[src/rtl/nrmc_pkg.sv]
// Package for the NMEA RMC sentence parser: character codes, record types
// and the small arithmetic helpers used by the scanner and formatter.
`timescale 1ns / 1ps
`default_nettype none

package nrmc_pkg;

    localparam int MINUTE_FRACTION_DIGITS = 4;
    localparam int FRAC_CNT_W = $clog2(MINUTE_FRACTION_DIGITS + 1);

    localparam int RX_W   = 8;
    localparam int ZONE_W = 11;
    localparam int MIN_ACC_W = 20;
    localparam logic [MIN_ACC_W-1:0] MIN_ACC_MAX = '1;
    localparam int POS_SUM_W = 35;

    localparam logic [34:0] UNITS_PER_DEGREE = 35'd600000;
    localparam logic [27:0] LAT_LIMIT = 28'd54000000;
    localparam logic [27:0] LON_LIMIT = 28'd108000000;

    // Reciprocal constants for exact division by 10 and 100 of a 20-bit value.
    localparam logic [20:0] DIV10_MUL  = 21'd838861;
    localparam int          DIV10_SHR  = 23;
    localparam logic [20:0] DIV100_MUL = 21'd1342178;
    localparam int          DIV100_SHR = 27;

    localparam logic [13:0] MIN_PER_DAY = 14'd1440;

    // Character codes.
    localparam logic [RX_W-1:0] CH_DOLLAR = 8'h24;
    localparam logic [RX_W-1:0] CH_G      = 8'h47;
    localparam logic [RX_W-1:0] CH_P      = 8'h50;
    localparam logic [RX_W-1:0] CH_R      = 8'h52;
    localparam logic [RX_W-1:0] CH_M      = 8'h4D;
    localparam logic [RX_W-1:0] CH_C      = 8'h43;
    localparam logic [RX_W-1:0] CH_STAR   = 8'h2A;
    localparam logic [RX_W-1:0] CH_COMMA  = 8'h2C;
    localparam logic [RX_W-1:0] CH_DOT    = 8'h2E;
    localparam logic [RX_W-1:0] CH_CR     = 8'h0D;
    localparam logic [RX_W-1:0] CH_LF     = 8'h0A;
    localparam logic [RX_W-1:0] CH_A      = 8'h41;
    localparam logic [RX_W-1:0] CH_S      = 8'h53;
    localparam logic [RX_W-1:0] CH_W      = 8'h57;
    localparam logic [RX_W-1:0] CH_ZERO   = 8'h30;
    localparam logic [RX_W-1:0] CH_NINE   = 8'h39;

    // Field numbers within the sentence.
    localparam logic [3:0] FLD_TIME   = 4'd1;
    localparam logic [3:0] FLD_STATUS = 4'd2;
    localparam logic [3:0] FLD_LAT    = 4'd3;
    localparam logic [3:0] FLD_NS     = 4'd4;
    localparam logic [3:0] FLD_LON    = 4'd5;
    localparam logic [3:0] FLD_EW     = 4'd6;
    localparam logic [3:0] FLD_DATE   = 4'd9;

    typedef enum logic [6:0] {
        ST_IDLE        = 7'b0000001,
        ST_SEEN_DOLLAR = 7'b0000010,
        ST_SEEN_G      = 7'b0000100,
        ST_SEEN_P      = 7'b0001000,
        ST_SEEN_R      = 7'b0010000,
        ST_SEEN_M      = 7'b0100000,
        ST_BODY        = 7'b1000000
    } hdr_state_t;

    // Accumulated contents of one sentence.
    typedef struct packed {
        logic [6:0]            hh;
        logic [6:0]            mm;
        logic [6:0]            ss;
        logic                  status;
        logic [6:0]            lat_deg;
        logic [MIN_ACC_W-1:0]  lat_min;
        logic [FRAC_CNT_W-1:0] lat_cnt;
        logic [9:0]            lon_deg;
        logic [MIN_ACC_W-1:0]  lon_min;
        logic [FRAC_CNT_W-1:0] lon_cnt;
        logic                  south;
        logic                  west;
        logic [6:0]            day;
        logic [6:0]            month;
        logic [6:0]            year;
    } sentence_t;

    // One result; hour sits in the lowest bits.
    typedef struct packed {
        logic [6:0]         year;
        logic [6:0]         month;
        logic [6:0]         day;
        logic signed [27:0] longitude;
        logic signed [26:0] latitude;
        logic               fix_valid;
        logic [5:0]         second;
        logic [5:0]         minute;
        logic [4:0]         hour;
    } result_t;

    localparam int RESULT_W = $bits(result_t);
    localparam int TDATA_W  = ((RESULT_W + 7) / 8) * 8;

    function automatic logic is_digit(input logic [RX_W-1:0] c);
        return (c >= CH_ZERO) && (c <= CH_NINE);
    endfunction

    function automatic logic [3:0] digit_of(input logic [RX_W-1:0] c);
        logic [RX_W-1:0] diff;
        diff = c - CH_ZERO;
        return is_digit(c) ? diff[3:0] : 4'd0;
    endfunction

    // First digit of a pair sets tens, the second adds the units.
    function automatic logic [6:0] pair_update(input logic [6:0] pair, input logic odd,
                                               input logic [3:0] d);
        return odd ? (pair + 7'(d)) : (7'(d) * 7'd10);
    endfunction

    function automatic logic [MIN_ACC_W-1:0] min_accum(input logic [MIN_ACC_W-1:0] acc,
                                                       input logic [3:0] d);
        logic [MIN_ACC_W+3:0] wide;
        wide = (MIN_ACC_W+4)'(acc) * (MIN_ACC_W+4)'(10) + (MIN_ACC_W+4)'(d);
        return (wide > (MIN_ACC_W+4)'(MIN_ACC_MAX)) ? MIN_ACC_MAX : wide[MIN_ACC_W-1:0];
    endfunction

    // Minutes accumulator to units of 1/10000 minute, given the number of
    // fraction digits that were received.
    function automatic logic [POS_SUM_W-1:0] scale_minutes(input logic [MIN_ACC_W-1:0] acc,
                                                           input logic [2:0] cnt);
        logic [MIN_ACC_W+20:0] prod;
        logic [POS_SUM_W-1:0]  res;
        prod = '0;
        case (cnt)
            3'd0: res = POS_SUM_W'(acc) * POS_SUM_W'(10000);
            3'd1: res = POS_SUM_W'(acc) * POS_SUM_W'(1000);
            3'd2: res = POS_SUM_W'(acc) * POS_SUM_W'(100);
            3'd3: res = POS_SUM_W'(acc) * POS_SUM_W'(10);
            3'd4: res = POS_SUM_W'(acc);
            3'd5: begin
                prod = (MIN_ACC_W+21)'(acc) * (MIN_ACC_W+21)'(DIV10_MUL);
                res  = POS_SUM_W'(prod >> DIV10_SHR);
            end
            3'd6: begin
                prod = (MIN_ACC_W+21)'(acc) * (MIN_ACC_W+21)'(DIV100_MUL);
                res  = POS_SUM_W'(prod >> DIV100_SHR);
            end
            default: res = '0;
        endcase
        return res;
    endfunction

endpackage

`default_nettype wire

[src/rtl/nrmc_scanner.sv]
// Character scanner: header match, field counting and per-field accumulators.
// Depends on nrmc_pkg.
`timescale 1ns / 1ps
`default_nettype none

module nrmc_scanner (
    input  wire logic                    aclk,
    input  wire logic                    aresetn,
    input  wire logic                    beat_valid,
    input  wire logic [nrmc_pkg::RX_W-1:0] rx_byte,
    output nrmc_pkg::sentence_t          sentence,
    output logic                         emit
);
    import nrmc_pkg::*;

    hdr_state_t            state_reg, state_next;
    logic [3:0]            field_reg, field_next;
    logic [3:0]            pos_reg, pos_next;
    logic                  point_reg, point_next;
    sentence_t             sent_reg, sent_next;

    localparam logic [FRAC_CNT_W-1:0] FRAC_MAX = FRAC_CNT_W'(MINUTE_FRACTION_DIGITS);

    always_comb begin
        logic [3:0] d;
        d          = digit_of(rx_byte);
        state_next = state_reg;
        field_next = field_reg;
        pos_next   = pos_reg;
        point_next = point_reg;
        sent_next  = sent_reg;
        emit       = 1'b0;

        if (beat_valid) begin
            if (rx_byte == CH_DOLLAR) begin
                state_next = ST_SEEN_DOLLAR;
            end else begin
                case (state_reg)
                    ST_IDLE: state_next = ST_IDLE;
                    ST_SEEN_DOLLAR: state_next = (rx_byte == CH_G) ? ST_SEEN_G : ST_IDLE;
                    ST_SEEN_G:      state_next = (rx_byte == CH_P) ? ST_SEEN_P : ST_IDLE;
                    ST_SEEN_P:      state_next = (rx_byte == CH_R) ? ST_SEEN_R : ST_IDLE;
                    ST_SEEN_R:      state_next = (rx_byte == CH_M) ? ST_SEEN_M : ST_IDLE;
                    ST_SEEN_M: begin
                        if (rx_byte == CH_C) begin
                            // Header complete: start a fresh sentence.
                            state_next = ST_BODY;
                            field_next = '0;
                            pos_next   = '0;
                            point_next = 1'b0;
                            sent_next  = '0;
                        end else begin
                            state_next = ST_IDLE;
                        end
                    end
                    ST_BODY: begin
                        if (rx_byte == CH_CR || rx_byte == CH_LF) begin
                            state_next = ST_IDLE;
                        end else if (rx_byte == CH_COMMA) begin
                            if (field_reg != 4'hF) begin
                                field_next = field_reg + 4'd1;
                            end
                            pos_next   = '0;
                            point_next = 1'b0;
                        end else if (rx_byte == CH_STAR) begin
                            state_next = ST_IDLE;
                            emit       = 1'b1;
                        end else begin
                            case (field_reg)
                                FLD_TIME: begin
                                    if (pos_reg < 4'd6) begin
                                        case (pos_reg[2:1])
                                            2'd0: sent_next.hh =
                                                pair_update(sent_reg.hh, pos_reg[0], d);
                                            2'd1: sent_next.mm =
                                                pair_update(sent_reg.mm, pos_reg[0], d);
                                            default: sent_next.ss =
                                                pair_update(sent_reg.ss, pos_reg[0], d);
                                        endcase
                                    end
                                end
                                FLD_STATUS: begin
                                    if (pos_reg == 4'd0) begin
                                        sent_next.status = (rx_byte == CH_A);
                                    end
                                end
                                FLD_LAT: begin
                                    if (pos_reg < 4'd2) begin
                                        sent_next.lat_deg = 7'(sent_reg.lat_deg * 7'd10 + 7'(d));
                                    end else if (rx_byte == CH_DOT) begin
                                        point_next = 1'b1;
                                    end else if (is_digit(rx_byte) &&
                                                 !(point_reg && sent_reg.lat_cnt >= FRAC_MAX)) begin
                                        if (point_reg) begin
                                            sent_next.lat_cnt =
                                                sent_reg.lat_cnt + FRAC_CNT_W'(1);
                                        end
                                        sent_next.lat_min = min_accum(sent_reg.lat_min, d);
                                    end
                                end
                                FLD_NS: sent_next.south = (pos_reg == 4'd0) && (rx_byte == CH_S);
                                FLD_LON: begin
                                    if (pos_reg < 4'd3) begin
                                        sent_next.lon_deg =
                                            10'(sent_reg.lon_deg * 10'd10 + 10'(d));
                                    end else if (rx_byte == CH_DOT) begin
                                        point_next = 1'b1;
                                    end else if (is_digit(rx_byte) &&
                                                 !(point_reg && sent_reg.lon_cnt >= FRAC_MAX)) begin
                                        if (point_reg) begin
                                            sent_next.lon_cnt =
                                                sent_reg.lon_cnt + FRAC_CNT_W'(1);
                                        end
                                        sent_next.lon_min = min_accum(sent_reg.lon_min, d);
                                    end
                                end
                                FLD_EW: sent_next.west = (pos_reg == 4'd0) && (rx_byte == CH_W);
                                FLD_DATE: begin
                                    if (pos_reg < 4'd6) begin
                                        case (pos_reg[2:1])
                                            2'd0: sent_next.day =
                                                pair_update(sent_reg.day, pos_reg[0], d);
                                            2'd1: sent_next.month =
                                                pair_update(sent_reg.month, pos_reg[0], d);
                                            default: sent_next.year =
                                                pair_update(sent_reg.year, pos_reg[0], d);
                                        endcase
                                    end
                                end
                                default: ;
                            endcase
                            if (pos_reg != 4'hF) begin
                                pos_next = pos_reg + 4'd1;
                            end
                        end
                    end
                    default: state_next = ST_IDLE;
                endcase
            end
        end
    end

    always_ff @(posedge aclk) begin
        if (!aresetn) begin
            state_reg <= ST_IDLE;
            field_reg <= '0;
            pos_reg   <= '0;
            point_reg <= 1'b0;
        end else begin
            state_reg <= state_next;
            field_reg <= field_next;
            pos_reg   <= pos_next;
            point_reg <= point_next;
        end
    end

    // Accumulators are cleared whenever a header completes, so they need no reset.
    always_ff @(posedge aclk) begin
        sent_reg <= sent_next;
    end

    assign sentence = sent_reg;

endmodule

`default_nettype wire

[config.mk]
export PLATFORM = sky130hd
export DESIGN_NAME = nrmc_scanner
export DESIGN_NICKNAME = d
export VERILOG_FILES = /design/src/rtl/nrmc_pkg.sv /design/src/rtl/nrmc_scanner.sv
export SDC_FILE = /design/constraint.sdc
export NUM_CORES = 1
export LEC_CHECK = 0
export BUFFER_PORTS_ARGS = -buffer_cell sky130_fd_sc_hd__buf_2
export CORE_ASPECT_RATIO = 0.9
export CORE_MARGIN = 3
export CORE_UTILIZATION = 60
export CTS_CLUSTER_SIZE = 16
export DETAILED_ROUTE_END_ITERATION = 16
export GPL_TIMING_DRIVEN = 0
export PLACE_DENSITY_LB_ADDON = 0.08
export SKIP_CTS_REPAIR_TIMING = 1
export SLEW_MARGIN = 20
export SYNTH_ARGS = -nofsm -noshare
export SYNTH_HDL_FRONTEND = slang
export SYNTH_SLANG_ARGS = --single-unit
[constraint.sdc]
create_clock -name aclk -period 6.8 [get_ports aclk]
set_input_delay 0.34 -clock aclk [delete_from_list [all_inputs] [get_ports aclk]]
set_output_delay 0.34 -clock aclk [all_outputs]
set_load 0.01 [all_outputs]
Word-level counts from Yosys, hierarchy flattened

Index checks and enable logic that the tools add are counted.

Bitwise operators: 1
Reduce and logical (&&, ||, !) cells: 33
Equality and inequality tests: 63
Multiplexer cells: 75
Multiply operators: 5
Order comparisons: 9
$add $sub $neg: 15

Operator list:

| cell                                                   | number |
|---|---|
| two-way mux 108 bit                                    | 4 |
| case mux 108 bit (2 select lines)                      | 1 |
| two-way mux 23 bit                                     | 6 |
| two-way mux 7 bit                                      | 18 |
| two-way mux 21 bit                                     | 4 |
| equality test 8 x 7 -> 1 bit (second input constant)   | 8 |
| AND reduction 10 bit                                   | 6 |
| adder 7 x 4 -> 7 bit                                   | 7 |
| adder 24 x 4 -> 24 bit                                 | 2 |
| > comparator 24 x 20 -> 1 bit (second input constant)  | 2 |
| multiplier 20 x 3 -> 23 bit (second input constant)    | 2 |
| case mux 7 bit (6 select lines)                        | 1 |
| two-way mux 20 bit                                     | 2 |
| two-way mux 4 bit                                      | 10 |
| AND reduction 9 bit                                    | 4 |
| inequality test 2 bit (second input constant)          | 17 |
| two-way mux 33 bit                                     | 1 |
| equality test 8 x 6 -> 1 bit (second input constant)   | 4 |
| two-way mux 30 bit                                     | 1 |
| inequality test 4 bit (second input constant)          | 6 |
| AND reduction 12 bit                                   | 2 |
| AND reduction 11 bit                                   | 2 |
| inequality test 2 x 1 -> 1 bit (second input constant) | 9 |
| two-way mux 1 bit                                      | 17 |
| 43 further kinds                                       | 65 |

Register bits after elaboration: 124
Word-level logic and storage cells: 220
Bits of input ports: 11
Output and inout bits: 109

Depth between registers and ports, before layout

Gate-level depths: netlist of the first run.

Depth after elaboration: 14
Gate-level depth with buffers: 16

Least setup slack after synthesis of the first run

No wires, ideal clock.

Path kind: reg2reg
Start: register sent_reg (netlist bit sentence[27])
End: register sent_reg (netlist bit sentence[31]), data pin
Arrival time: 4.009 ns
Setup slack: 2.511 ns
Cell stages (with the launch flop): 14
Setup time: 0.280 ns
Path through: edfxtp_1 ha_1 ha_1 fa_1 a21o_1 a221oi_2 xnor2_1 nand4_2 nand4bb_4 or4b_4 or4_4 a21oi_2 buf_6 a21oi_2

Longest elaborated chain between the ends: 12

RTL lines:

| item                                  | line                | text |
|---|---|---|
| start: declaration                    | nrmc_scanner.sv:20  | `sentence_t sent_reg, sent_next;` |
| start signal: assignment              | nrmc_scanner.sv:159 | `sent_reg <= sent_next;` |
| multiplier 20 x 3 -> 23 bit (*)       | nrmc_pkg.sv:120     | `wide = (MIN_ACC_W+4)'(acc) * (MIN_ACC_W+4)'(10) + (MIN_ACC_W+4)'(d);` |
| adder 24 x 4 -> 24 bit (*)            | nrmc_pkg.sv:120     |  |
| > comparator 24 x 20 -> 1 bit         | nrmc_pkg.sv:121     | `return (wide > (MIN_ACC_W+4)'(MIN_ACC_MAX)) ? MIN_ACC_MAX : wide[MIN_ACC_W-1:0];` |
| two-way mux 20 bit (*)                | nrmc_pkg.sv:121     |  |
| two-way mux 23 bit (*)                | nrmc_scanner.sv:108 | `end else if (is_digit(rx_byte) &&` |
| two-way mux 23 bit (*)                | nrmc_scanner.sv:106 | `end else if (rx_byte == CH_DOT) begin` |
| two-way mux 23 bit (*)                | nrmc_scanner.sv:103 | `if (pos_reg < 4'd3) begin` |
| two-way mux 33 bit (*)                | nrmc_scanner.sv:69  | `case (field_reg)` |
| two-way mux 108 bit (*)               | nrmc_scanner.sv:65  | `end else if (rx_byte == CH_STAR) begin` |
| two-way mux 108 bit (*)               | nrmc_scanner.sv:59  | `end else if (rx_byte == CH_COMMA) begin` |
| two-way mux 108 bit (*)               | nrmc_scanner.sv:57  | `if (rx_byte == CH_CR \|\| rx_byte == CH_LF) begin` |
| case mux 108 bit (2 select lines) (*) | nrmc_scanner.sv:38  | `case (state_reg)` |

Every way passes the cells marked *; elsewhere a longest branch is shown, timed or not. The select of a mux whose other input is x is not followed.
A chain may end at the register's enable or synchronous reset.

Final worst setup path of the first run

Start: input rx_byte[2] in the netlist's numbering
End: register sent_reg (netlist bit sentence[72]), data pin

Longest elaborated chain between the ends: 14
Elaborated cells between the ends (all ways): 16
Classes of those cells: add/sub (2); order compare (3); mux (10); reduce/logical (1)

RTL lines:

| item                                                                                           | line               | text |
|---|---|---|
| start: declaration                                                                             | nrmc_scanner.sv:10 | `input wire logic [nrmc_pkg::RX_W-1:0] rx_byte,` |
| >= comparator 8 x 6 -> 1 bit / less-or-equal comparator 8 x 6 -> 1 bit (equally long branches) | nrmc_pkg.sv:102    | `return (c >= CH_ZERO) && (c <= CH_NINE);` |
| logical AND 1 bit                                                                              | nrmc_pkg.sv:102    |  |
| two-way mux 4 bit (*)                                                                          | nrmc_pkg.sv:108    | `return is_digit(c) ? diff[3:0] : 4'd0;` |
| adder 24 x 4 -> 24 bit (*)                                                                     | nrmc_pkg.sv:120    |  |
| > comparator 24 x 20 -> 1 bit                                                                  | nrmc_pkg.sv:121    |  |
| two-way mux 20 bit (*)                                                                         | nrmc_pkg.sv:121    |  |
| two-way mux 23 bit (*)                                                                         | nrmc_scanner.sv:92 | `end else if (is_digit(rx_byte) &&` |
| two-way mux 23 bit (*)                                                                         | nrmc_scanner.sv:90 | `end else if (rx_byte == CH_DOT) begin` |
| two-way mux 23 bit (*)                                                                         | nrmc_scanner.sv:88 | `if (pos_reg < 4'd2) begin` |
| two-way mux 30 bit (*)                                                                         | nrmc_scanner.sv:69 |  |
| two-way mux 108 bit (*)                                                                        | nrmc_scanner.sv:65 |  |
| two-way mux 108 bit (*)                                                                        | nrmc_scanner.sv:59 |  |
| two-way mux 108 bit (*)                                                                        | nrmc_scanner.sv:57 |  |
| case mux 108 bit (2 select lines) (*)                                                          | nrmc_scanner.sv:38 |  |

Marks and branches as above.

==> results of run 1 <==
## cell usage after synthesis (5+ instances only)
| cell | n | area (sq um) |
|---|---|---|
| xnor2_1 | 73 | 639 |
| a21o_1 | 20 | 150 |
| o21ai_0 | 43 | 215 |
| nand4_1 | 14 | 87.6 |
| ha_1 | 134 | 1680 |
| and3_1 | 14 | 87.6 |
| xor2_1 | 40 | 350 |
| or3_1 | 8 | 50.1 |
| a21boi_0 | 7 | 52.6 |
| nand2_1 | 75 | 282 |
| and2_1 | 15 | 93.8 |
| nor2_1 | 79 | 297 |
| a21oi_2 | 24 | 210 |
| clkbuf_1 | 18 | 67.6 |
| nor3b_1 | 6 | 45.0 |
| fa_1 | 15 | 300 |
| a21oi_1 | 104 | 521 |
| or4_1 | 5 | 37.5 |
| a31oi_1 | 9 | 56.3 |
| edfxtp_1 | 108 | 3240 |
| o21bai_1 | 5 | 37.5 |
| nand2b_1 | 22 | 138 |
| nand3_1 | 26 | 130 |
| dfxtp_1 | 16 | 320 |
| nor4_1 | 8 | 50.1 |
| buf_1 | 5 | 18.8 |
| inv_1 | 45 | 169 |
| nor3_1 | 19 | 95.1 |
| nor2b_1 | 31 | 194 |
## final cells by class
class,count,area [sq um],share of cell area
inverter,46,173,0.0146
multi-input combinational,867,6490,0.548
tap,235,294,0.0248
clock inverter,13,103,0.00866
timing repair buffer,121,626,0.0528
buffer,32,165,0.0139
sequential,124,3560,0.301
clock buffer,19,433,0.0365
## worst max-delay path, delay by kind of cell
kind            cells  cell delay, ns
fa+ha+maj           1            0.30
buf+inv             4            1.18
simple gates        7            1.93
compound gates      5            1.07
## layer usage
| layer | GRT usage | part of all wire | vias to the layer above |
|---|---|---|---|
| li1 | - | - | 4168 |
| met1 | 0.352 | 0.44 | 3989 |
| met2 | 0.470 | 0.49 | 249 |
| met3 | 0.0433 | 0.050 | 48 |
| met4 | 0.0922 | 0.024 | 0 |
| met5 | 0 | 0 | - |
## cell families (layout without fill, tap and decap cells)
family          after synthesis  after routing  synth area share
flops                       124            124             0.343
buf+inv                      78            231            0.0325
mux                           6              6           0.00602
simple gates                349            349             0.178
xor+xnor                    114            114            0.0968
fa+ha+maj                   149            149             0.190
compound gates              249            249             0.153
## stage by stage
stage          total power (uW)  hold WS [ns]
2_1_floorplan               851         0.474
3_3_place_gp                862         0.496
3_5_place_dp                863         0.498
4_1_cts                    1690         0.177
5_1_grt                    1720         0.213
6_report                   1680         0.194
## where the power goes
part | internal [uW] | switching, uW | leakage, uW
clock network | 496 | 338 | 0.000256
registers | 815 | 0.256 | 0.00110
logic | 11.5 | 20.5 | 0.00360
## worst paths after layout
path                                    from      endpoint  cells after the start
worst min-delay path                 aresetn  field_reg[3]                      2
worst max register to register  sentence[27]  sentence[38]                     13
worst max-delay path              rx_byte[2]  sentence[72]                     17
worst min register to register  state_reg[2]  state_reg[2]                      2
==> summary.md, run 1 <==
| Metric | Value |
|---|---|
| Crit Path Max Fanout | `12` |
| Top FF cell, synth | `edfxtp_1` |
| Port bufs | `119` |
| RSZ-0062 raised after global routing | `no` |
| Post-layout worst setup margin | `2.09 ns` |
| Pin count of the biggest net entering global routing | `17` |
| Post-DP Area | `11,300 sq um` |
| Site Rows | `45` |
| Synth warn | `0` |
| Fmax | `212 MHz` |
| Yosys reg bits | `124` |
| Worst path arrival time | `4.85 ns` |
| 1st-iter DRT viols | `383` |
| Seq/Total Area, Yosys | `0.343` |
| Critical Path, Cell by Cell | `buf_2 > clkbuf_1 > o21a_1 > nor2_1 > nand2_1 > inv_1 > ha_1 > a21o_1 > a21oi_1 > nor2_1 > nand4_1 > nor3_1 > nand2_1 > or4_4 > a211oi_4 > buf_6 > a21oi_1` |
| Die height | `131 um` |
| Gr usage total | `0.273` |
| Number of CTS-inserted buffers | `17` |
| Max-slew violations | `0` |
| Place WS | `1.67 ns` |
| Crit path time final | `4.71 ns` |
| Max Cap Viol | `0` |
| Synthesized area | `10,400 sq um` |
| Register-to-register setup slack | `2.17 ns` |
| Number of flip-flops in the largest register | `108` |
| Post-route cell area | `11,900 sq um` |
| Layout cells sized above 1 | `0.172` |
| Req. time, crit path | `6.94 ns` |
| GPL Wtd Cong | `0.928` |
| DR pass1 iterations | `6` |
| Worst-skew pair later-pin latency | `0.42 ns` |
| Commonest non-fill, non-tap cell in the layout | `ha_1` |
| Vias | `8,454` |
| Vias in the first global route | `8,233` |
| CTS Sinks | `124` |
| Clk buf depth | `2` |
| PwrDens | `142 nW/um^2` |
| ANT nets after route | `0` |
| Final setup viols | `0` |
| Fillers | `1,401` |
| Initial core utilization | `0.613` |
| Leakage | `0.00495 uW` |
| Post-Layout Cell Count | `1,457` |
| # diodes | `0` |
| Placed Instances | `1,425` |
| Worst Skew | `0.00727 ns` |
| H-tree depth | `4` |
| Outcome | `complete, no violations` |
| Drt wl/cell | `17.4 um` |
| Synth cell types | `78` |
| Post-synth ARST share | `0` |
| HP Class | `in -> reg` |
| # nets final | `1,369` |
| Syn-to-layout area delta | `14.1%` |
| Die width | `145 um` |
| Slowest CP cell | `inv_1` |
| Vias per cell | `5.80` |
| Root Buffer | `clkbuf_16` |
| Core Region | `16,900 sq um` |
| Setup crit end kind | `flop` |
| Initial antenna violation count | `0` |
| Reg clk slew, reported paths | `0.06 ns` |
| Ports | `120` |
| Number of flops mapped to enable cells by yosys | `108` |
| First-pass GRT wire length | `40,800 um` |
| Util after Layout | `0.699` |
| Fin. Hold Viols | `0` |
| CP peak stage delay | `0.61 ns` |
| Mapped Cells | `1,069` |
| DIE AREA | `18,900 sq um` |
| Max_slew headroom | `0.247` |
| Mapped Nets | `1,229` |
| Crit share post-route | `0.693` |
| Setup TNS | `0 ns` |
| Congestion Overflow GR | `0` |
| Commonest cells after routing, fill and taps aside | `134 x ha_1, 121 x buf_2, 108 x edfxtp_1, 104 x a21oi_1, 77 x nor2_1` |
| Startpoint Class | `input pin` |
| Post-Route WL | `25,300 um` |
| Peak VDD IR | `0.154 mV` |
| Crit Path Category | `in -> reg` |
| Residual DRC | `0` |
| Clock tree from TritonCTS | `done` |
| Hpwl dp | `19,400 um` |
| Synth Area per Inst | `9.72 sq um` |
| Worst Tran Pin Value | `1.12 ns` |
Power figures use the tool's default switching activity.
==> inputs of run 2 (changes only) <==
clock period = 4.85 ns   (was 6.8 ns; I/O delays follow)
==> run 2 against run 1 <==
Net effect:
- core utilization increased by 0.16 points
- critical path depth down 4
- sequential cell count did not move
- clock skew is essentially flat
- power up 40%
- combinational power grew 42%
- setup slack got worse by 1.9 ns
- sequential share of layout area fell by 0.066 points
- clock power rose by 40%
- die area unchanged
- global-route usage unchanged
- non-clock buffer count grew 3
- critical path type is now reg -> reg
==> summary.md, run 2 (synthesized netlist as in run 1, its figures left out) <==
| Metric | Value |
|---|---|
| Port bufs | `119 (unchanged)` |
| Vias in the first global route | `8,233 (unchanged)` |
| CP peak stage delay | `0.54 ns (was 0.61 ns)` |
| Outcome | `complete, no violations (unchanged)` |
| Worst path arrival time | `4.77 ns (was 4.85 ns)` |
| # nets final | `1,372 (was 1,369)` |
| Syn-to-layout area delta | `14.3% (was 14.1%)` |
| Die height | `131 um (unchanged)` |
| Delay-heaviest family, CP | `simple AND/OR/NAND/NOR gates (unchanged)` |
| Pwr Total | `2360 uW (was 1680 uW)` |
| ANT nets after route | `0 (unchanged)` |
| Fin. Hold Viols | `0 (unchanged)` |
| Critical Path, Cell by Cell | `ha_1 > ha_1 > fa_1 > a21o_1 > a221oi_2 > xnor2_1 > nand4_2 > nand4bb_4 > or4b_4 > or4_4 > a21oi_2 > buf_6 > a21oi_2 (was buf_2 > clkbuf_1 > o21a_1 > nor2_1 > nand2_1 > inv_1 > ha_1 > a21o_1 > a21oi_1 > nor2_1 > nand4_1 > nor3_1 > nand2_1 > or4_4 > a211oi_4 > buf_6 > a21oi_1)` |
| Place WS | `-0.185 ns (was 1.67 ns)` |
| Root Buffer | `clkbuf_16 (unchanged)` |
| Site Rows | `45 (unchanged)` |
| First-pass GRT wire length | `40,800 um (unchanged)` |
| Die width | `145 um (unchanged)` |
| Switching portion of total power | `0.213 (was 0.214)` |
| Layout cells sized above 1 | `0.175 (was 0.172)` |
| Sequential share of power | `0.485 (about the same)` |
| CP bufs+invs | `1 (was 4)` |
| Initial antenna violation count | `0 (unchanged)` |
| Fillers | `1,396 (was 1,401)` |
| FF/Latch Area | `3560 sq um (unchanged)` |
| Commonest cells after routing, fill and taps aside | `134 x ha_1, 121 x buf_2, 108 x edfxtp_1, 104 x a21oi_1, 77 x nor2_1 (unchanged)` |
| Worst hold slack | `0.0968 ns (was 0.194 ns)` |
| Leakage | `0.00496 uW (was 0.00495 uW)` |
| Core Region | `16,900 sq um (unchanged)` |
| Ports | `120 (unchanged)` |
| DR pass1 iterations | `5 (was 6)` |
| Residual DRC | `0 (unchanged)` |
| Clk buf depth | `2 (unchanged)` |
| Congestion Overflow GR | `0 (unchanged)` |
| PwrDens | `199 nW/um^2 (was 142 nW/um^2)` |
| Worst-skew pair later-pin latency | `0.42 ns (about the same)` |
| Hpwl dp | `19,400 um (unchanged)` |
| Number of flip-flops in the largest register | `108 (unchanged)` |
| Crit share post-route | `0.955` |
| Post-layout worst setup margin | `0.218 ns (was 2.09 ns)` |
| Clock tree from TritonCTS | `done (unchanged)` |
| 1st-iter DRT viols | `413 (was 383)` |
| Initial core utilization | `0.613 (unchanged)` |
| Crit Path Category | `reg -> reg (was in -> reg)` |
| Sw power | `503 uW (was 359 uW)` |
| Fmax | `216 MHz` |
| Crit path time final | `4.63 ns` |
| Startpoint Class | `flop (was input pin)` |
| Slowest CP cell | `or4b_4 (was inv_1)` |
| Commonest non-fill, non-tap cell in the layout | `ha_1 (unchanged)` |
| Req. time, crit path | `4.99 ns (was 6.94 ns)` |
| Crit Path Max Fanout | `10 (was 12)` |
| DIE AREA | `18,900 sq um (unchanged)` |
| Vias | `8,481 (was 8,454)` |
| Max_slew headroom | `0.228 (was 0.247)` |
| Util after Layout | `0.701 (was 0.699)` |
| Setup TNS | `0 ns (unchanged)` |
| Worst Tran Pin Value | `1.15 ns (was 1.12 ns)` |
| Post-Route WL | `25,300 um (about the same)` |
| Max Cap Viol | `0 (unchanged)` |
| Max-slew violations | `0 (unchanged)` |
| GPL Wtd Cong | `0.928 (unchanged)` |
| Cell Int Power | `1850 uW (was 1320 uW)` |
| Reg clk slew, reported paths | `0.06 ns (about the same)` |
| # diodes | `0 (unchanged)` |
| Final setup viols | `0 (unchanged)` |
| Number of CTS-inserted buffers | `17 (unchanged)` |
| Clk pwr share | `0.496 (about the same)` |
| Pin count of the biggest net entering global routing | `17 (unchanged)` |
| Vias per cell | `5.81 (was 5.80)` |
| Comb power frac | `0.019 (about the same)` |
| HP Class | `in -> reg (unchanged)` |
| Setup crit end kind | `flop (unchanged)` |
| Footprint of the multi-input gates | `6490 sq um (unchanged)` |
| H-tree depth | `4 (unchanged)` |
| Drt wl/cell | `17.3 um (was 17.4 um)` |
| Peak VDD IR | `0.215 mV (was 0.154 mV)` |
| Gr usage total | `0.273 (unchanged)` |
| CTS Sinks | `124 (unchanged)` |
| Worst Skew | `0.00697 ns (was 0.00727 ns)` |
| RSZ-0062 raised after global routing | `no (unchanged)` |
-- run 2: power groups by stage --
stage / registers [uW] / logic (uW) / clock network [uW]
6_report: 1140 / 45.4 / 1170
3_3_place_gp: 1170 / 43.5 / 0
4_1_cts: 1140 / 44.5 / 1180
2_1_floorplan: 1170 / 27.9 / 0
5_1_grt: 1140 / 50.0 / 1220
3_5_place_dp: 1170 / 44.2 / 0
-- run 2: layout make-up --
cell class / count / area share
multi-input combinational: 867 / 0.547
sequential: 124 / 0.300
timing repair buffer: 124 / 0.0546
clock buffer: 19 / 0.0364
tap: 235 / 0.0248
inverter: 46 / 0.0149
buffer: 32 / 0.0139
clock inverter: 13 / 0.00864
-- run 2: metal layers --
metal  wire length, um  part of all wire  global-route usage  vias to the layer above
li1                  -                 -                   -                     4180
met2             12300              0.49               0.470                      260
met1             11100              0.44               0.352                     3995
met3              1310             0.052              0.0433                       46
met5                 0                 0                   0                        -
met4               629             0.025              0.0922                        0
-- run 2: through the flow --
step                instances  area, sq um
floorplan                1069        10400
global placement         1423        11300
detailed placement       1425        11300
CTS                      1457        11900
global route             1460        11900
finish                   1460        11900
-- run 2: worst reg2reg max path, delay by kind of cell, from the launching register on --
family / cells / cell delay, ns
and+or+nand+nor: 4 / 1.52
adders and majority gates: 3 / 0.99
AOI/OAI and AO/OA: 4 / 0.90
DFF: 1 / 0.49
xor gates and xnor gates: 1 / 0.26
buffers and inverters: 1 / 0.20
-- run 2: path summary, 6_finish.rpt --
| path | startpoint | end | slack (ns) | depth (start not counted) |
|---|---|---|---|---|
| min | aresetn | field_reg[3] | 0.1 | 2 |
| max | sentence[27] | sentence[38] | 0.22 | 13 |
| max reg2reg | sentence[27] | sentence[38] | 0.22 | 13 |
| min reg2reg | state_reg[3] | state_reg[3] | 0.51 | 2 |
==> inputs of run 3 (changes only) <==
CORE_MARGIN = 2   (was 3)
==> run 3 against run 2 <==
Net effect:
- setup slack lost 0.0031 ns
- clock power grew 14%
- worst hold slack gained 0.0098 ns
- via count grew 0.87%
- final cell count shrank 1.8%
- critical path type unchanged
- sequential cell count is the same
- first-iteration DRC count grew 39%
- critical path depth is the same
- clock skew grew 0.0016 ns
- non-clock buffer count shrank 3
- largest cell class unchanged
- critical endpoint is now sentence[31]
- count of clock-buffer cells in the layout grew 6
==> summary.md, run 3 (synthesized netlist as in run 1, its figures left out) <==
| Metric | Value |
|---|---|
| First-pass GRT wire length | `40,600 um (was 40,800 um)` |
| Layout cells sized above 1 | `0.173 (was 0.175)` |
| Max-slew violations | `0 (unchanged)` |
| GPL Wtd Cong | `0.912 (was 0.928)` |
| 1st-iter DRT viols | `576 (was 413)` |
| Worst Skew | `0.00854 ns (was 0.00697 ns)` |
| Drt wl/cell | `17.5 um (was 17.3 um)` |
| Hpwl dp | `18,800 um (was 19,400 um)` |
| Register-to-register setup slack | `0.21 ns (was 0.22 ns)` |
| Crit path time final | `4.64 ns (was 4.63 ns)` |
| Startpoint Class | `flop (unchanged)` |
| R2R depth | `13 (unchanged)` |
| Slowest CP cell | `or4b_4 (unchanged)` |
| Max Cap Viol | `0 (unchanged)` |
| Outcome | `complete, no violations (unchanged)` |
| Req. time, crit path | `5.00 ns (was 4.99 ns)` |
| Clock tree from TritonCTS | `done (unchanged)` |
| PwrDens | `211 nW/um^2 (was 199 nW/um^2)` |
| Vias in the first global route | `8,213 (was 8,233)` |
| Final setup viols | `0 (unchanged)` |
| Crit Path Category | `reg -> reg (unchanged)` |
| Worst Setup SP | `sentence[27] (unchanged)` |
| Clk buf depth | `2 (unchanged)` |
| Die width | `143 um (was 145 um)` |
| Crit Path Max Fanout | `10 (unchanged)` |
| Setup TNS | `0 ns (unchanged)` |
| Setup crit end kind | `flop (unchanged)` |
| Number of CTS-inserted buffers | `17 (unchanged)` |
| DR pass1 iterations | `5 (unchanged)` |
| Peak VDD IR | `0.266 mV (was 0.215 mV)` |
| H-tree depth | `4 (unchanged)` |
| Core Region | `16,900 sq um (about the same)` |
| Max_slew headroom | `0.406 (was 0.228)` |
| Critical R2R Launch | `sentence[27] (unchanged)` |
| Worst Tran Pin Value | `0.869 ns (was 1.15 ns)` |
| Critical Path, Cell by Cell | `ha_1 > ha_1 > fa_1 > a21o_1 > a221oi_2 > xnor2_1 > nand4_2 > nand4bb_4 > or4b_4 > or4_4 > a21oi_2 > buf_6 > a21oi_2 (unchanged)` |
| Fin. Hold Viols | `0 (unchanged)` |
| Congestion Overflow GR | `0 (unchanged)` |
| Gr usage total | `0.282 (was 0.273)` |
| Syn-to-layout area delta | `14.5% (was 14.3%)` |
| DIE AREA | `18,400 sq um (was 18,900 sq um)` |
| Vias per cell | `5.97 (was 5.81)` |
| Initial antenna violation count | `0 (unchanged)` |
| Vias | `8,555 (was 8,481)` |
| Ports | `120 (unchanged)` |
| Capturing point of the worst reg2reg path | `sentence[31] (was sentence[38])` |
| # nets final | `1,369 (was 1,372)` |
| RSZ-0062 raised after global routing | `no (unchanged)` |
| Commonest non-fill, non-tap cell in the layout | `ha_1 (unchanged)` |
| Reg clk slew, reported paths | `0.05 ns (was 0.06 ns)` |
| Site Rows | `45 (unchanged)` |
| CTS Sinks | `124 (unchanged)` |
| Pin count of the biggest net entering global routing | `17 (unchanged)` |
| Crit share post-route | `0.956 (was 0.955)` |
| Fmax | `216 MHz (about the same)` |
| HP Class | `in -> reg (unchanged)` |
| Die height | `129 um (was 131 um)` |
| # diodes | `0 (unchanged)` |
| Leakage | `0.00499 uW (was 0.00496 uW)` |
| Worst path arrival time | `4.78 ns (was 4.77 ns)` |
| Worst-skew pair later-pin latency | `0.43 ns (was 0.42 ns)` |
| Worst setup path endpoint | `sentence[31] (was sentence[38])` |
| Root Buffer | `clkbuf_16 (unchanged)` |
| Post-Route WL | `25,100 um (was 25,300 um)` |
| Initial core utilization | `0.615 (was 0.613)` |
| CP peak stage delay | `0.53 ns (was 0.54 ns)` |
| Util after Layout | `0.705 (was 0.701)` |
| Port bufs | `119 (unchanged)` |
| Commonest cells after routing, fill and taps aside | `134 x ha_1, 121 x buf_2, 108 x edfxtp_1, 104 x a21oi_1, 77 x nor2_1 (unchanged)` |
| Number of flip-flops in the largest register | `108 (unchanged)` |
| Residual DRC | `0 (unchanged)` |
| ANT nets after route | `0 (unchanged)` |
-- run 3: area by class of cell --
type                       instances  area (sq um)
inverter                          46           176
buffer                            32           165
timing repair buffer             121           626
fill                            1367          4990
clock buffer                      25           495
clock inverter                     7           113
multi-input combinational        867          6500
sequential                       124          3560
tap                              211           264
-- run 3: worst min path at each step --
stage / from / to / slack [ns] / cells after the start
detailed placement: state_reg[0] / state_reg[0] / 0.50 / 2
finish: aresetn / field_reg[3] / 0.11 / 2
floorplan: aresetn / field_reg[3] / 0.40 / 1
global placement: state_reg[0] / state_reg[0] / 0.49 / 2
global route: aresetn / field_reg[3] / 0.11 / 2
CTS: aresetn / field_reg[3] / 0.09 / 2
-- run 3: layer usage --
layer,vias up,part of all wire,global-route usage
met1,4046,0.44,0.371
met3,42,0.063,0.0502
met4,0,0.020,0.0984
li1,4176,-,-
met2,291,0.48,0.471
met5,-,0,0
-- run 3: stage by stage --
stage          std cells  hold slack [ns]  area (sq um)  worst slack [ns]  total power [uW]
6_report            1433            0.107         11900             0.215              2520
5_1_grt             1433            0.107         11900            0.0348              2570
4_1_cts             1433           0.0915         11900             0.185              2530
3_5_place_dp        1401            0.501         11300            -0.241              1210
3_3_place_gp        1399            0.494         11300            -0.192              1210
2_1_floorplan       1069            0.396         10400             0.561              1190
-- run 3: where the power goes --
| group | switching (uW) | internal [uW] |
|---|---|---|
| Combinational | 28.9 | 16.3 |
| Sequential | 0.330 | 1140 |
| Clock | 468 | 860 |
| Total | 497 | 2020 |
-- run 3: critical path: cells and delay by family (launching register included) --
family | cells | cell delay, ns
DFF | 1 | 0.49
adders and majority gates | 3 | 0.99
and+or+nand+nor | 4 | 1.51
buffers and inverters | 1 | 0.20
AOI/OAI and AO/OA | 4 | 0.89
xor gates and xnor gates | 1 | 0.26
